**src/hw/rtl/utf16_to_utf8_transcoder_top_defines.svh**
```systemverilog
// Assertion macros shared by the UTF-16 to UTF-8 transcoder modules.
`ifndef UTF16_TO_UTF8_TRANSCODER_TOP_DEFINES_SVH
`define UTF16_TO_UTF8_TRANSCODER_TOP_DEFINES_SVH

// Condition that must hold at every clock edge outside reset.
`define U2U8_CHECK(lbl, cond, msg) \
    lbl: assert property (@(posedge aclk) disable iff (!aresetn) (cond)) else $error(msg);

// Same-cycle implication.
`define U2U8_CHECK_IMP(lbl, ante, cons, msg) \
    lbl: assert property (@(posedge aclk) disable iff (!aresetn) (ante) |-> (cons)) \
        else $error(msg);

// Next-cycle implication.
`define U2U8_CHECK_NEXT(lbl, ante, cons, msg) \
    lbl: assert property (@(posedge aclk) disable iff (!aresetn) (ante) |=> (cons)) \
        else $error(msg);

`endif

```
**src/hw/rtl/u2u8_pkg.sv**
```systemverilog
// Shared types and constants of the UTF-16 to UTF-8 transcoder.
package u2u8_pkg;

    // Result status codes.
    typedef enum logic [1:0] {
        ST_OK        = 2'd0,
        ST_TRUNCATED = 2'd1,
        ST_BAD_PAIR  = 2'd2,
        ST_BAD_POINT = 2'd3
    } u2u8_status_t;

    localparam int UNIT_W  = 16;
    localparam int POINT_W = 21;
    localparam int BYTE_W  = 8;

    // Surrogate ranges, decided on the top six bits of a unit.
    localparam logic [5:0] HIGH_PREFIX = 6'b110110;
    localparam logic [5:0] LOW_PREFIX  = 6'b110111;

    localparam logic [UNIT_W-1:0] MAX_ONE_BYTE = 16'h007F;
    localparam logic [UNIT_W-1:0] MAX_TWO_BYTE = 16'h07FF;
    localparam logic [POINT_W-1:0] SUPP_BASE   = 21'h10000;

    // One classified item, handed from the front to the back through the queue.
    typedef struct packed {
        logic [POINT_W-1:0] point;     // code point, zero for an error
        logic [1:0]         last_idx;  // byte count minus one
        logic               eot;       // unit carried the end-of-text mark
        u2u8_status_t       status;
    } u2u8_entry_t;

endpackage

```
**src/hw/rtl/u2u8_front.sv**
```systemverilog
// Front end: accepts UTF-16 units, tracks surrogate and error state, classifies items.
module u2u8_front
    import u2u8_pkg::*;
(
    input  logic              aclk,
    input  logic              aresetn,
    input  logic              in_valid,
    input  logic              in_ready,
    input  logic [UNIT_W-1:0] in_unit,
    input  logic              in_eot,
    output logic              push,
    output u2u8_entry_t       push_entry
);

    logic       pending_reg, pending_next;
    logic [9:0] held_reg, held_next;
    logic       err_reg, err_next;
    logic       accept;
    logic       is_high, is_low;
    logic       has_result;

    assign accept  = in_valid && in_ready;
    assign is_high = (in_unit[15:10] == HIGH_PREFIX);
    assign is_low  = (in_unit[15:10] == LOW_PREFIX);

    // Classify the unit against the held state.
    always_comb begin
        pending_next          = pending_reg;
        held_next             = held_reg;
        err_next              = err_reg;
        has_result            = 1'b0;
        push_entry.point      = '0;
        push_entry.last_idx   = 2'd0;
        push_entry.eot        = in_eot;
        push_entry.status     = ST_OK;
        if (err_reg) begin
            // Dropping units until the end mark.
            if (in_eot) begin
                err_next = 1'b0;
            end
        end else if (pending_reg) begin
            pending_next = 1'b0;
            held_next    = '0;
            has_result   = 1'b1;
            if (!is_low) begin
                push_entry.status = ST_BAD_PAIR;
                err_next          = !in_eot;
            end else begin
                push_entry.point    = SUPP_BASE + {1'b0, held_reg, in_unit[9:0]};
                push_entry.last_idx = 2'd3;
            end
        end else if (is_high) begin
            if (in_eot) begin
                has_result        = 1'b1;
                push_entry.status = ST_TRUNCATED;
            end else begin
                pending_next = 1'b1;
                held_next    = in_unit[9:0];
            end
        end else if (is_low) begin
            has_result        = 1'b1;
            push_entry.status = ST_BAD_POINT;
            err_next          = !in_eot;
        end else begin
            has_result       = 1'b1;
            push_entry.point = {{(POINT_W-UNIT_W){1'b0}}, in_unit};
            if (in_unit <= MAX_ONE_BYTE) begin
                push_entry.last_idx = 2'd0;
            end else if (in_unit <= MAX_TWO_BYTE) begin
                push_entry.last_idx = 2'd1;
            end else begin
                push_entry.last_idx = 2'd2;
            end
        end
    end

    assign push = accept && has_result;

    // State update on each accepted item.
    always_ff @(posedge aclk) begin
        if (!aresetn) begin
            pending_reg <= 1'b0;
            held_reg    <= '0;
            err_reg     <= 1'b0;
        end else if (accept) begin
            pending_reg <= pending_next;
            held_reg    <= held_next;
            err_reg     <= err_next;
        end
    end

endmodule

```
**src/hw/rtl/u2u8_queue.sv**
```systemverilog
// Short register queue between the classifying front and the byte-emitting back.
`include "utf16_to_utf8_transcoder_top_defines.svh"
module u2u8_queue
    import u2u8_pkg::*;
#(
    parameter int DEPTH = 4
) (
    input  logic        aclk,
    input  logic        aresetn,
    input  logic        push,
    input  u2u8_entry_t push_entry,
    output logic        full,
    input  logic        pop,
    output u2u8_entry_t pop_entry,
    output logic        empty
);

    localparam int PW = (DEPTH > 1) ? $clog2(DEPTH) : 1;
    localparam int CW = $clog2(DEPTH + 1);
    localparam logic [CW-1:0] DEPTH_CW = CW'(DEPTH);
    localparam logic [PW-1:0] LAST_PTR = PW'(DEPTH - 1);

    u2u8_entry_t     slot_reg [DEPTH];
    logic [PW-1:0]   wr_ptr_reg, rd_ptr_reg;
    logic [CW-1:0]   count_reg;

    assign full      = (count_reg == DEPTH_CW);
    assign empty     = (count_reg == '0);
    assign pop_entry = slot_reg[rd_ptr_reg];

    // Storage write.
    always_ff @(posedge aclk) begin
        if (push) begin
            slot_reg[wr_ptr_reg] <= push_entry;
        end
    end

    // Pointers and fill count.
    always_ff @(posedge aclk) begin
        if (!aresetn) begin
            wr_ptr_reg <= '0;
            rd_ptr_reg <= '0;
            count_reg  <= '0;
        end else begin
            if (push) begin
                wr_ptr_reg <= (wr_ptr_reg == LAST_PTR) ? '0 : wr_ptr_reg + 1'b1;
            end
            if (pop) begin
                rd_ptr_reg <= (rd_ptr_reg == LAST_PTR) ? '0 : rd_ptr_reg + 1'b1;
            end
            if (push && !pop) begin
                count_reg <= count_reg + 1'b1;
            end else if (pop && !push) begin
                count_reg <= count_reg - 1'b1;
            end
        end
    end

    `U2U8_CHECK_IMP(a_no_overflow, push, !full || pop, "queue written while full")
    `U2U8_CHECK_IMP(a_no_underflow, pop, !empty, "queue read while empty")
    `U2U8_CHECK_NEXT(a_count_up, push && !pop, count_reg == $past(count_reg) + 1'b1, "queue count did not advance")

endmodule

```
**src/hw/rtl/u2u8_back.sv**
```systemverilog
// Back end: drains queued code points as UTF-8 bytes through an output register.
`include "utf16_to_utf8_transcoder_top_defines.svh"
module u2u8_back
    import u2u8_pkg::*;
(
    input  logic              aclk,
    input  logic              aresetn,
    input  logic              q_empty,
    input  u2u8_entry_t       q_entry,
    output logic              q_pop,
    output logic              out_valid,
    input  logic              out_ready,
    output logic [BYTE_W-1:0] out_byte,
    output logic              out_last,
    output logic [2:0]        out_user
);

    u2u8_entry_t       cur_reg;
    logic              cur_valid_reg;
    logic [1:0]        idx_reg;
    logic              m_valid_reg;
    logic [BYTE_W-1:0] m_byte_reg;
    logic              m_last_reg;
    logic [2:0]        m_user_reg;
    logic              out_free;
    logic              is_last;
    logic              emit;
    logic [BYTE_W-1:0] byte_sel;

    // Select one byte of the UTF-8 encoding of a code point.
    function automatic logic [BYTE_W-1:0] utf8_byte(
        input logic [POINT_W-1:0] cp,
        input logic [1:0]         last_idx,
        input logic [1:0]         idx
    );
        logic [BYTE_W-1:0] b;
        b = '0;
        unique case (last_idx)
            2'd0: b = cp[7:0];
            2'd1: b = (idx == 2'd0) ? {3'b110, cp[10:6]} : {2'b10, cp[5:0]};
            2'd2: begin
                case (idx)
                    2'd0:    b = {4'b1110, cp[15:12]};
                    2'd1:    b = {2'b10, cp[11:6]};
                    default: b = {2'b10, cp[5:0]};
                endcase
            end
            default: begin
                case (idx)
                    2'd0:    b = {5'b11110, cp[20:18]};
                    2'd1:    b = {2'b10, cp[17:12]};
                    2'd2:    b = {2'b10, cp[11:6]};
                    default: b = {2'b10, cp[5:0]};
                endcase
            end
        endcase
        return b;
    endfunction

    assign out_free = !m_valid_reg || out_ready;
    assign is_last  = (idx_reg == cur_reg.last_idx);
    assign emit     = cur_valid_reg && out_free;
    assign q_pop    = !q_empty && (!cur_valid_reg || (emit && is_last));
    assign byte_sel = (cur_reg.status == ST_OK)
                    ? utf8_byte(cur_reg.point, cur_reg.last_idx, idx_reg) : '0;

    // Current entry and byte index.
    always_ff @(posedge aclk) begin
        if (!aresetn) begin
            cur_valid_reg <= 1'b0;
            idx_reg       <= '0;
        end else if (q_pop) begin
            cur_valid_reg <= 1'b1;
            idx_reg       <= '0;
        end else if (emit) begin
            if (is_last) begin
                cur_valid_reg <= 1'b0;
            end
            idx_reg <= idx_reg + 1'b1;
        end
    end

    always_ff @(posedge aclk) begin
        if (q_pop) begin
            cur_reg <= q_entry;
        end
    end

    // Output register.
    always_ff @(posedge aclk) begin
        if (!aresetn) begin
            m_valid_reg <= 1'b0;
        end else if (out_free) begin
            m_valid_reg <= emit;
        end
    end

    always_ff @(posedge aclk) begin
        if (emit) begin
            m_byte_reg <= byte_sel;
            m_last_reg <= is_last;
            m_user_reg <= {cur_reg.status, cur_reg.eot && is_last};
        end
    end

    assign out_valid = m_valid_reg;
    assign out_byte  = m_byte_reg;
    assign out_last  = m_last_reg;
    assign out_user  = m_user_reg;

    `U2U8_CHECK_IMP(a_error_single, m_valid_reg && m_user_reg[2:1] != ST_OK, m_last_reg && m_byte_reg == '0, "error item not a single zero byte")
    `U2U8_CHECK_IMP(a_end_is_last, m_valid_reg && m_user_reg[0], m_last_reg, "text end without run end")
    `U2U8_CHECK_IMP(a_idx_range, cur_valid_reg, idx_reg <= cur_reg.last_idx, "byte index past run")

endmodule

```
**src/hw/rtl/utf16_to_utf8_transcoder_top.sv**
```systemverilog
// UTF-16 to UTF-8 transcoder: input stream, classifying front, queue, byte-emitting back.
//
// Input channel s_axis: one UTF-16 code unit per item in tdata, tlast set on the
// last unit of a text. Output channel m_axis: one UTF-8 byte per item in tdata,
// tlast on the final byte caused by one input unit, tuser carrying the text-end
// flag and a two-bit status (0 ok, 1 truncated surrogate, 2 broken pair, 3 lone
// low surrogate). An error gives a single zero byte, after which units are
// dropped up to and including the next end-marked one.
// Each item passes a queue slot, the current-entry register and the output register.
// Throughput: one input unit per cycle while each unit makes one byte and the
// receiver does not stall; a multi-byte point holds the byte emitter until its last
// byte is out, so the rate is set by the output byte count. A high surrogate is
// taken with no output. A queue of QUEUE_DEPTH entries sits between front and back,
// so input keeps flowing while a multi-byte run drains or the receiver stalls;
// s_axis_tready falls only when that queue is full. A stalled output byte holds
// in place. Reset clears the surrogate and error state, empties the queue and drops
// any byte in flight.
module utf16_to_utf8_transcoder_top
    import u2u8_pkg::*;
#(
    parameter int QUEUE_DEPTH = 4
) (
    input  logic        aclk,
    input  logic        aresetn,
    input  logic        s_axis_tvalid,
    output logic        s_axis_tready,
    input  logic [15:0] s_axis_tdata,   // [15:0] code_unit
    input  logic        s_axis_tlast,   // end_of_text
    output logic        m_axis_tvalid,
    input  logic        m_axis_tready,
    output logic [7:0]  m_axis_tdata,   // [7:0] out_byte
    output logic        m_axis_tlast,   // last_of_run
    output logic [2:0]  m_axis_tuser    // [0] text_end, [2:1] status
);

    logic        push;
    u2u8_entry_t push_entry;
    logic        q_full;
    logic        q_pop;
    u2u8_entry_t q_entry;
    logic        q_empty;

    assign s_axis_tready = !q_full;

    // Classify units and keep surrogate state.
    u2u8_front u_front (
        .aclk       (aclk),
        .aresetn    (aresetn),
        .in_valid   (s_axis_tvalid),
        .in_ready   (s_axis_tready),
        .in_unit    (s_axis_tdata),
        .in_eot     (s_axis_tlast),
        .push       (push),
        .push_entry (push_entry)
    );

    // Decoupling queue.
    u2u8_queue #(
        .DEPTH (QUEUE_DEPTH)
    ) u_queue (
        .aclk       (aclk),
        .aresetn    (aresetn),
        .push       (push),
        .push_entry (push_entry),
        .full       (q_full),
        .pop        (q_pop),
        .pop_entry  (q_entry),
        .empty      (q_empty)
    );

    // Emit UTF-8 bytes.
    u2u8_back u_back (
        .aclk      (aclk),
        .aresetn   (aresetn),
        .q_empty   (q_empty),
        .q_entry   (q_entry),
        .q_pop     (q_pop),
        .out_valid (m_axis_tvalid),
        .out_ready (m_axis_tready),
        .out_byte  (m_axis_tdata),
        .out_last  (m_axis_tlast),
        .out_user  (m_axis_tuser)
    );

endmodule
```
**config.mk**
```make
export PLATFORM = sky130hd
export DESIGN_NAME = utf16_to_utf8_transcoder_top
export DESIGN_NICKNAME = d
export VERILOG_FILES = /design/src/hw/rtl/u2u8_pkg.sv /design/src/hw/rtl/u2u8_front.sv /design/src/hw/rtl/u2u8_queue.sv /design/src/hw/rtl/u2u8_back.sv /design/src/hw/rtl/utf16_to_utf8_transcoder_top.sv
export VERILOG_INCLUDE_DIRS = /design/src /design/src/hw/rtl
export SDC_FILE = /design/constraint.sdc
export NUM_CORES = 1
export LEC_CHECK = 0
export BUFFER_PORTS_ARGS = -buffer_cell sky130_fd_sc_hd__clkbuf_2
export CORE_MARGIN = 10
export CORE_UTILIZATION = 30
export DETAILED_ROUTE_END_ITERATION = 12
export SLEW_MARGIN = 40
export SYNTH_ARGS = -nofsm -noshare
export SYNTH_HDL_FRONTEND = slang
export SYNTH_SLANG_ARGS = --single-unit
```
**constraint.sdc**
```tcl
create_clock -name aclk -period 2.6 [get_ports aclk]
set_input_delay 0.26 -clock aclk [delete_from_list [all_inputs] [get_ports aclk]]
set_output_delay 0.26 -clock aclk [all_outputs]
set_load 0.02 [all_outputs]
```
==> impl_metrics.json <==
{
  "status": "finished clean",
  "reg2reg_slack_ns": 0.16,
  "grt_pass1_vias": 3886,
  "synth-seq-cells": 165,
  "max_freq_mhz": 410,
  "die_y_um": 171,
  "rows": 55,
  "synth_ff_type": "edfxtp_1",
  "diodes": 0,
  "peakVddDrop_v": 0.000548,
  "reg2reg_from": "u_back.cur_reg[4]",
  "synth.top_cell.area_share_pct": 62.4,
  "coreArea_mm2": 0.0225,
  "cts_buffer_depth": 2,
  "crit_path_max_incr_delay_ns": 0.43,
  "place_hpwl_mm": 9.29,
  "use_met2_pct": 14.3,
  "antenna_found_initial": 0,
  "grt_pass1_wl_mm": 21.3,
  "skew_ns": 0.0112,
  "clkTransAtPathRegs_ns": 0.07,
  "yosys_warnings": 0,
  "num-nets-final": 509,
  "synth_area_leader_cell": "edfxtp_1",
  "critPathLaunchType": "register",
  "instances_no_fill": 769,
  "slew_headroom_pct": 61.9,
  "post-route-min-period_ns": 2.44,
  "vias": 3749,
  "hold_class": "primary input to register",
  "pin_count": 35,
  "place_congestion": 0.883,
  "synthToLayoutAreaGrowth_pct": 17.2,
  "drive_above_1_share_pct": 25.0,
  "drc": 0,
  "worstSetupPathType": "register to register",
  "ys_top_cells_by_area": "edfxtp_1 (62%), mux4_2 (8.6%), dfxtp_1 (6.7%)",
  "drt_first_pass_iters": 4,
  "crit_start": "u_back.cur_reg[4]",
  "syn_area_per_cell_um2": 16.2,
  "power_frac_comb_pct": 25.4,
  "tightest_slew_ns": 0.571,
  "netlist_area_mm2": 0.00683,
  "cts_made_buffers": 17,
  "h-tree-depth": 4,
  "period_share_pct": 93.8,
  "ys_seq_area_share_pct": 69.2,
  "wl_per_cell_um": 17.5,
  "overflow": 0,
  "die_w_um": 171,
  "p_switching_mw": 2.66,
  "p_clk_share_pct": 28.3,
  "cp.required_ns": 2.95,
  "critPathCaptureType": "register",
  "grt_max_degree": 30,
  "postSynthCellCount": 422,
  "swShare_pct": 30.9,
  "finalMaxSlewViolations": 0,
  "drt_iter0_drc": 260,
  "async_reset_ff_share_pct": 0,
  "p_leak_nw": 2.77,
  "io_buffers": 34,
  "cts.sinks": 165,
  "internal_power_mw": 5.96,
  "syn_nets": 460,
  "initial_core_util_pct": 30.4,
  "synth.distinct_cells": 49,
  "worstHoldStart": "s_axis_tdata[1]",
  "timing.setup.tns_ns": 0,
  "timing.critical_path.fanout_max": 3,
  "maxCapViolations": 0,
  "largest_reg_flops": 104,
  "seq_power_share_pct": 46.3,
  "wl_mm": 13.5,
  "busiest_layer": "met2",
  "power_density_mw_per_mm2": 1080,
  "crit_arrival_ns": 2.79,
  "setup_viol": 0,
  "clkLatencyLatePin_ns": 0.43,
  "cpMaxStageDelayCell": "edfxtp_1",
  "fin_util_pct": 35.6,
  "gr-usage-all-layers_pct": 9.68,
  "path_cells": "xor2_2 > o31ai_1 > buf_4 > nand2_1 > ha_1 > inv_1 > fa_1 > xor2_1 > or3_2 > a21oi_1",
  "vias_per_cell": 4.88,
  "root_buffer": "clkbuf_16",
  "cts_tree": "done",
  "met1_usage_pct": 12.6,
  "drtAntennaViolNets": 0,
  "dp_slack_ns": 0.0768,
  "hold_viol": 0,
  "setup_ws_ns": 0.162,
  "whs_ns": 0.0714,
  "synth_edf_count": 142,
  "dp_cells": 735,
  "grtUsageMet3_pct": 3.13,
  "rsz0062_at_grt": "false",
  "die-area_mm2": 0.0292
}
[cells by family (layout without fill, tap and decap cells)]
group / count (synthesis) / after routing / synth area share, %
compound gates: 79 / 79 / 7.91
xor+xnor: 8 / 8 / 1.03
fa+ha+maj: 17 / 17 / 3.22
buf+inv: 33 / 95 / 2.11
flops: 165 / 165 / 69.2
mux: 30 / 30 / 9.16
simple gates: 90 / 90 / 7.42
[placed cells by master, fill, tap and decap left out, drive strengths merged, types with 3 or more instances in the layout]
cell type  instances
a22o              15
nor3               6
nand3              8
nor2b              6
mux2i              4
a21oi             20
clkbuf            54
ha                16
buf               16
xnor2              3
o21ai             12
a221oi             5
edfxtp           142
nand2             10
nand2b             4
xor2               5
a31oi              6
a22oi              4
a211oi             5
or4                3
dfxtp             23
inv               20
clkinv             5
mux4              26
and2              17
nor2              21
a21o               4
[per-stage QoR]
stage | total power [mW] | area [um^2]
6_report | 8.62 | 8010
3_5_place_dp | 6.22 | 7380
3_3_place_gp | 6.13 | 7380
4_1_cts | 8.68 | 7980
5_1_grt | 9.12 | 8010
2_1_floorplan | 5.48 | 6830
[cell usage after synthesis, drive strengths merged, types with 5 or more instances]
master,instances
dfxtp,23
a31oi,6
nand2,10
a211oi,5
nor2,21
xor2,5
a22o,15
a221oi,5
inv,12
nor2b,6
o21ai,12
mux4,26
buf,10
nor3,6
edfxtp,142
clkbuf,10
and2,17
nand3,8
ha,16
a21oi,20
[worst paths after layout]
path,end,cells past startpoint
worst max-delay path,u_queue.count_reg[2],10
worst min register to register,u_back.out_user[1],0
worst min-delay path,u_front.held_reg[1],2
worst max register to register,u_queue.count_reg[2],10
[layout make-up]
| class | count | area, um^2 |
|---|---|---|
| Fill cell | 2063 | 14500 |
| Sequential cell | 165 | 4730 |
| Multi-Input combinational cell | 224 | 1980 |
| Clock buffer | 20 | 489 |
| Tap cell | 285 | 357 |
| Timing Repair Buffer | 50 | 303 |
| Clock inverter | 12 | 103 |
| Inverter | 13 | 48.8 |
[per-layer routing]
layer,wire (um),vias up
met1,6370,1815
met4,382,0
li1,-,1757
met2,5910,146
met5,0,-
met3,785,31
[power groups by stage]
stage	logic [mW]	clock network [mW]	registers [mW]
3_5_place_dp	2.16	0	4.06
5_1_grt	2.44	2.63	4.06
6_report	2.19	2.44	3.99
4_1_cts	2.17	2.51	4.00
2_1_floorplan	1.55	0	3.93
3_3_place_gp	2.10	0	4.02
[critical path, delay by kind of cell (launching register included)]
family	cells	cell delay, ns
adder cells (fa/ha/maj)	2	0.56
buffers and inverters	2	0.22
XOR/XNOR	2	0.38
AO/OA/AOI/OAI	2	0.27
AND/OR/NAND/NOR	2	0.50
flip-flops	1	0.43
[what timing repair did]
item / 4_1_cts / 5_1_grt
resized for setup: 0 / 4
buffers inserted: 0 / 2
setup endpoints to repair: 0 / 1
hold buffers: 0 / 0
Note: power is estimated with default switching activity, not from simulation.
